===== src/rtl/edd_pkg.sv =====
`default_nettype none

package edd_pkg;

  // Defaults for the top-level parameters
  localparam int EDD_MAX_WIDTH_DEF = 1024;
  localparam int EDD_FRAC_BITS_DEF = 12;

  // Frame height limit and row counter width
  localparam int EDD_MAX_HEIGHT = 1024;
  localparam int EDD_ROW_W      = $clog2(EDD_MAX_HEIGHT);

  // Configuration port
  localparam int EDD_CFG_W = 11;
  localparam logic [EDD_CFG_W-1:0] EDD_WIDTH_RST  = 11'd640;
  localparam logic [EDD_CFG_W-1:0] EDD_HEIGHT_RST = 11'd480;

  typedef enum logic [0:0] {
    REG_WIDTH  = 1'b0,
    REG_HEIGHT = 1'b1
  } edd_reg_t;

  // Diffusion weights, all over 16
  localparam logic [2:0] W_UL   = 3'd1;
  localparam logic [2:0] W_UP   = 3'd5;
  localparam logic [2:0] W_UR   = 3'd3;
  localparam logic [2:0] W_LEFT = 3'd7;

  // Which neighbors take part for one pixel
  typedef struct packed {
    logic y_nz;    // not on the first row
    logic x_nz;    // not in the first column
    logic has_ur;  // upper-right neighbor exists
  } edd_nbr_t;

endpackage

`default_nettype wire


===== src/rtl/edd_chan.sv =====
`default_nettype none

module edd_chan #(
  parameter int FRAC_BITS = edd_pkg::EDD_FRAC_BITS_DEF
) (
  // first stage: upper neighbors
  input  logic [7:0]               pix,
  input  edd_pkg::edd_nbr_t        nbr,
  input  logic signed [FRAC_BITS:0] ul,
  input  logic signed [FRAC_BITS:0] up,
  input  logic signed [FRAC_BITS:0] ur,
  output logic [FRAC_BITS:0]       part,
  // second stage: left neighbor, threshold
  input  logic [FRAC_BITS:0]       part_in,
  input  logic                     left_en,
  input  logic signed [FRAC_BITS:0] left,
  output logic                     bit_o,
  output logic signed [FRAC_BITS:0] err
);
  import edd_pkg::*;

  localparam int VW = FRAC_BITS + 1;
  localparam int PW = FRAC_BITS + 5;
  localparam logic [VW-1:0] ONE  = {1'b1, {FRAC_BITS{1'b0}}};
  localparam logic [VW-1:0] HALF = ONE >> 1;

  // error * w / 16, rounded to nearest with ties toward plus infinity
  function automatic logic signed [VW-1:0] weigh(input logic signed [VW-1:0] e,
                                                 input logic [2:0] w);
    logic signed [PW-1:0] p;
    p = PW'(e) * $signed(PW'(w));
    p = p + PW'(8);
    return VW'(p >>> 4);
  endfunction

  function automatic logic [VW-1:0] add_clamp(input logic [VW-1:0] v,
                                              input logic signed [VW-1:0] d);
    logic signed [VW+1:0] s;
    s = $signed({2'b00, v}) + (VW+2)'(d);
    if (s < 0) begin
      return '0;
    end else if (s > $signed({2'b00, ONE})) begin
      return ONE;
    end
    return VW'(s);
  endfunction

  logic [VW-1:0] v_base, v_ul, v_up, v_fin;
  logic signed [VW:0] diff;

  always_comb begin
    v_base = VW'(pix) << (FRAC_BITS - 8);
    v_ul   = (nbr.y_nz && nbr.x_nz) ? add_clamp(v_base, weigh(ul, W_UL)) : v_base;
    v_up   = nbr.y_nz ? add_clamp(v_ul, weigh(up, W_UP)) : v_ul;
    part   = nbr.has_ur ? add_clamp(v_up, weigh(ur, W_UR)) : v_up;
  end

  always_comb begin
    v_fin = left_en ? add_clamp(part_in, weigh(left, W_LEFT)) : part_in;
    bit_o = (v_fin > HALF);
    diff  = $signed({1'b0, v_fin}) - $signed({1'b0, (bit_o ? ONE : '0)});
    err   = $signed(diff[VW-1:0]);
  end

endmodule

`default_nettype wire


===== config.mk =====
export PLATFORM = sky130hd
export DESIGN_NAME = edd_chan
export DESIGN_NICKNAME = d
export VERILOG_FILES = /design/src/rtl/edd_pkg.sv /design/src/rtl/edd_chan.sv
export SDC_FILE = /design/constraint.sdc
export NUM_CORES = 1
export LEC_CHECK = 0
export BUFFER_PORTS_ARGS = -buffer_cell sky130_fd_sc_hd__buf_2
export CAP_MARGIN = 20
export CORE_AREA = 2 2 103 124
export DETAILED_ROUTE_END_ITERATION = 16
export DIE_AREA = 0 0 105 126
export PLACE_DENSITY_LB_ADDON = 0.15
export SKIP_LAST_GASP = 1
export SLEW_MARGIN = 5
export SYNTH_ARGS = -nofsm -noshare
export SYNTH_HDL_FRONTEND = slang
export SYNTH_SLANG_ARGS = --single-unit

===== constraint.sdc =====
create_clock -name vclk -period 7
set_input_delay 0 -clock vclk [all_inputs]
set_output_delay 0 -clock vclk [all_outputs]
set_load 0.01 [all_outputs]

==> results of run 1 <==
==> synthesized netlist by cell type, types with 20 or more instances <==
cell / n
nor3_1: 22
nand3_1: 23
inv_1: 98
o21ai_0: 25
xnor2_1: 39
xor2_1: 30
fa_1: 20
a21oi_1: 50
a21o_1: 29
nor2_1: 45
ha_1: 151
nand2_1: 42
==> where the power goes <==
group          internal (W)  switching, W
clock network             0             0
registers                 0             0
logic               0.00101       0.00116
total               0.00101       0.00116
==> per-stage QoR <==
stage / hold slack [ns] / power (W)
floorplan: 0.0811 / 0.00142
global placement: 0.334 / 0.00200
detailed placement: 0.334 / 0.00202
CTS: 0.335 / 0.00212
global route: 0.361 / 0.00238
finish: 0.335 / 0.00218
==> worst max path at each step <==
| stage | endpoint | slack [ns] | startpoint | cells past startpoint |
|---|---|---|---|---|
| floorplan | part[4] | -0.07 | ul[6] | 36 |
| global placement | part[12] | -0.78 | ul[6] | 34 |
| detailed placement | part[7] | -0.92 | ul[6] | 33 |
| CTS | part[8] | -0.48 | ul[7] | 38 |
| global route | part[4] | -0.91 | ul[7] | 39 |
| finish | part[4] | -0.59 | ul[7] | 38 |
==> tightest hold or removal path: cells and delay by family <==
family          cells  cell delay, ns
compound gates      1            0.05
buf+inv             3            0.30
==> what timing repair did <==
| action | CTS | global route |
|---|---|---|
| gates cloned | 1 | 0 |
| endpoints found under the setup margin | 13 | 13 |
| pin swaps | 22 | 14 |
| setup buffers | 9 | 4 |
| resized for setup | 42 | 9 |
==> final cells by class <==
cell class / instances / area, sq um
fillers: 1071 / 3440
inverters: 98 / 368
multi-input cells: 730 / 6510
well taps: 161 / 201
repair buffers: 227 / 1480
==> layer usage <==
metal  track usage  up-vias  part of all wire
met2         0.482      130              0.50
li1              -     3563                 -
met5             0        -                 0
met1         0.331     3216              0.46
met3       0.00207       22             0.023
met4        0.0431        0             0.018
==> cells by family after synthesis <==
logic type	after synthesis	share of synthesized area
and+or+nand+nor	223	0.181
xor gates and xnor gates	69	0.0931
AOI/OAI and AO/OA	258	0.296
buffers and inverters	107	0.0640
muxes	8	0.0131
adders and majority gates	171	0.353
==> metrics, run 1 <==
Die Y-Extent=126 um; CP top delay family=simple AND/OR/NAND/NOR gates; fin cells=1,216; Via Count=6,931; Critical path buffers and inverters=4; CP peak stage delay=0.54 ns; Final period util=1.08; most frequent cells in the layout=ha_1 (144), buf_4 (124), buf_2 (97); Total GRT Usage=0.256; Final setup violation count=13; Port-buffer cells=101; Leak Pwr=4.46 nW; RSZ-0062 raised after global routing=true; Synth area leader=ha_1; FP Rows=44; diode count=0; worst slack at placement=-0.921 ns; Pwr Density=254 nW/um^2; I/O Pins=104; initial antenna violation count=0; layout cell share with drive strength beyond 1=0.304; total die area=13,200 sq um; Setup CP Type=input pin to output port; FF+latch area=0 sq um; Hold EP=err[9]; Core Region=12,000 sq um; Pins Over Slew Limit=0; wire per inst=14.5 um; post-route cell area=8560 sq um; hpwl dp=14.8 mm; crit path launch type=input pin; commonest non-fill, non-tap cell in the layout=ha_1; status=complete, but fails checks; Post-Synthesis Cells=836; Final Hold Fails=0; Slew Limit Headroom=0.475; DRC viols=0; Seq cells=0; Final ANT Viol Nets=0; DRT Wirelength=17.6 mm; Worst EP required=7.00 ns; mean area per synthesized cell=7.76 sq um; Final Util=0.713; Peak supply drop=0.000116 V; clock buffers=0; gpl congestion=0.918; total negative slack=-7.13 ns; critical path's slowest cell=fa_2; area grow syn2layout=31.9%; warnings from Yosys=0; CP Capture Type=output port; min-delay src=part_in[9]; Post-Syn Area=6490 sq um; hold path depth=4; Worst-Margin Slew=0.779 ns; first-pass GRT wire length=29.3 mm; via/cell ratio=5.70; HP Class=input pin to output port; post-synthesis sequential area ratio=0; largest net degree at the start of global routing=14; number of global-route vias before repair=6,756; syn nets=1,084; CP arrival=7.59 ns; Max Cap Violations=0; crit path time final=7.59 ns; violated checks=setup timing; Synth area leaders=ha_1 (29%), fa_1 (6.2%), inv_1 (5.7%); DR pass1 iterations=5; Inst Count DP=1,201; crit-path max FO=8; Hold Buf Count CTS=0; Yosys cell types=84; post-route worst setup slack=-0.586 ns; first-iteration detailed-routing DRC count=297; die width=105 um; # nets final=1,305; Congestion Overflow GR=0; Fmax achieved=0.132 GHz; Initial Util=0.541; Synth top area share=0.291; DP Area=8180 sq um
Note: power is estimated with default switching activity, not from simulation.
==> run 2, diff against run 1 <==
CORE_AREA = 2 2 98 118   (was 2 2 103 124)
DIE_AREA = 0 0 100 120   (was 0 0 105 126)
clock period = 7.5 ns   (was 7 ns; I/O delays follow)
==> run 2 against run 1 <==
The flow still finishes with violations (setup timing). Worst setup slack improved by 0.25 ns. Global-route usage rose by 4.5 points. Wire length up 9.2%. Sequential share of layout area is the same. First-iteration DRC count increased by 33%. Combinational power fell by 6%. Via count increased by 5.5%. Largest power group unchanged. Highest routed layer unchanged.
==> metrics, run 2 (same netlist as run 1, synthesis figures left out) <==
clock power share=0 (unchanged); I/O Pins=104 (unchanged); Worst-Margin Slew=0.901 ns (+0.122 ns); Setup CP Type=input pin to output port; die width=100 um (-4.8%); Congestion Overflow GR=0 (unchanged); FF+latch area=0 sq um (unchanged); layout cell share with drive strength beyond 1=0.296 (-0.00868); commonest non-fill, non-tap cell in the layout=ha_1; DR pass1 iterations=4 (-1); total die area=12,000 sq um (-9.3%); DRC viols=0 (unchanged); area of the multi-input gates=6550 sq um (+0.65%); share of power burned in registers=0 (unchanged); Initial Util=0.594 (+0.0530); crit path launch type=input pin; Sw Pwr=0.00112 W (-3.9%); CP Capture Type=output port; largest net degree at the start of global routing=14 (unchanged); initial antenna violation count=0 (unchanged); Slew Limit Headroom=0.396 (-0.0786); Pwr Density=242 nW/um^2 (-4.8%); FP Rows=42 (-4.5%); Via Count=7,315 (+5.5%); first-pass GRT wire length=31.1 mm (+6.1%); Final ANT Viol Nets=0 (unchanged); crit-path max FO=8 (unchanged); violated checks=setup timing; Critical Path Start=ul[6]; Hold Buf Count CTS=0 (unchanged); Pins Over Slew Limit=0 (unchanged); Total GRT Usage=0.302 (+0.0455); P_int=0.000936 W (-7.7%); Peak supply drop=0.000147 V (+26%); Max Cap Violations=0 (unchanged); sw frac=0.544 (+0.00986); diode count=0 (unchanged); Leak Pwr=4.40 nW (-1.2%); CP arrival=7.84 ns (+0.25 ns); M3 GR Usage=0.0146 (+0.0125); Final setup violation count=13 (unchanged); Final Util=0.776 (+0.0627); met1 Use GR=0.371 (+0.0404); hpwl dp=15.4 mm (+3.8%); RSZ-0062 raised after global routing=true; Core Region=10,900 sq um (-8.9%); FILL cells=774 (-28%); HP Class=input pin to output port; clock buffers=0 (unchanged); critical path's slowest cell=fa_2; CP peak stage delay=0.54 ns (about the same); status=complete, but fails checks; via/cell ratio=6.23 (+9.3%); min-delay src=part_in[9]; Worst EP required=7.50 ns (+0.50 ns); crit path time final=7.84 ns; DRT Wirelength=19.2 mm (+9.2%); Seq cells=0 (unchanged); first-iteration detailed-routing DRC count=396 (+33%); met2 usage=0.560 (+0.0780); post-route worst setup slack=-0.338 ns (+0.248 ns); Comb pwr share=1.000 (about the same); area grow syn2layout=30.7%; number of global-route vias before repair=7,100 (+5.1%); worst slack at placement=-0.759 ns (+0.162 ns); Die Y-Extent=120 um (-4.8%); WHS=0.340 ns (+0.00512 ns); Most Crowded Layer GR=met2; Final period util=1.05; # nets final=1,292 (-1.0%); Port-buffer cells=101 (unchanged); Fmax achieved=0.128 GHz; wire per inst=16.4 um (+13%); Final Hold Fails=0 (unchanged); most frequent cells in the layout=ha_1 (143), buf_4 (109), buf_2 (98); gpl congestion=0.963 (+4.9%)
==> run 2: cell count changes in the layout (fill, tap and decap cells not counted), moves of 3 or more <==
cell,delta
o22ai_1,+3
o22ai_2,-3
ha_4,+3
buf_4,-15
==> run 2: area by class of cell <==
type,instances,area share
Multi-Input combinational cell,729,0.772
Timing Repair Buffer,215,0.165
Inverter,98,0.0434
Tap cell,132,0.0195
==> run 2: repair_timing <==
action / in CTS / in global routing
resized for setup: 43 / 53
endpoints found under the setup margin: 13 / 13
cloned: 0 / 0
pin swaps: 14 / 26
buffers inserted: 12 / 7
==> run 2: metrics by stage <==
stage / std cells / power, W / TNS [ns] / area, sq um
global route: 1174 / 0.00223 / -7.18 / 8480
floorplan: 836 / 0.00127 / 0 / 6490
finish: 1174 / 0.00205 / -3.23 / 8480
detailed placement: 1155 / 0.00182 / -9.04 / 7830
global placement: 1155 / 0.00177 / -5.51 / 7830
CTS: 1167 / 0.00190 / -0.694 / 8110
==> run 2: critical path, delay by kind of cell <==
family	cells	cell delay (ns)
buffers and inverters	4	0.45
xor gates and xnor gates	3	0.53
muxes	1	0.15
and+or+nand+nor	16	3.38
AOI/OAI and AO/OA	9	2.08
adders and majority gates	4	1.24
==> run 2: routing by layer <==
layer | up-vias | share of wire | wire length [um]
met5 | - | 0 | 0
met4 | 0 | 0.039 | 741
met3 | 72 | 0.051 | 976
met2 | 293 | 0.50 | 9610
met1 | 3415 | 0.41 | 7900
li1 | 3535 | - | -
==> run 2: worst paths after layout <==
kind	to	cells past startpoint	slack [ns]
worst max-delay path	part[7]	37	-0.34
worst min-delay path	err[9]	4	0.34
==> run 2: power by group through the flow <==
stage | logic [W] | registers [W] | clock network (W)
global placement | 0.00177 | 0 | 0
finish | 0.00205 | 0 | 0
floorplan | 0.00127 | 0 | 0
CTS | 0.00190 | 0 | 0
detailed placement | 0.00182 | 0 | 0
global route | 0.00223 | 0 | 0
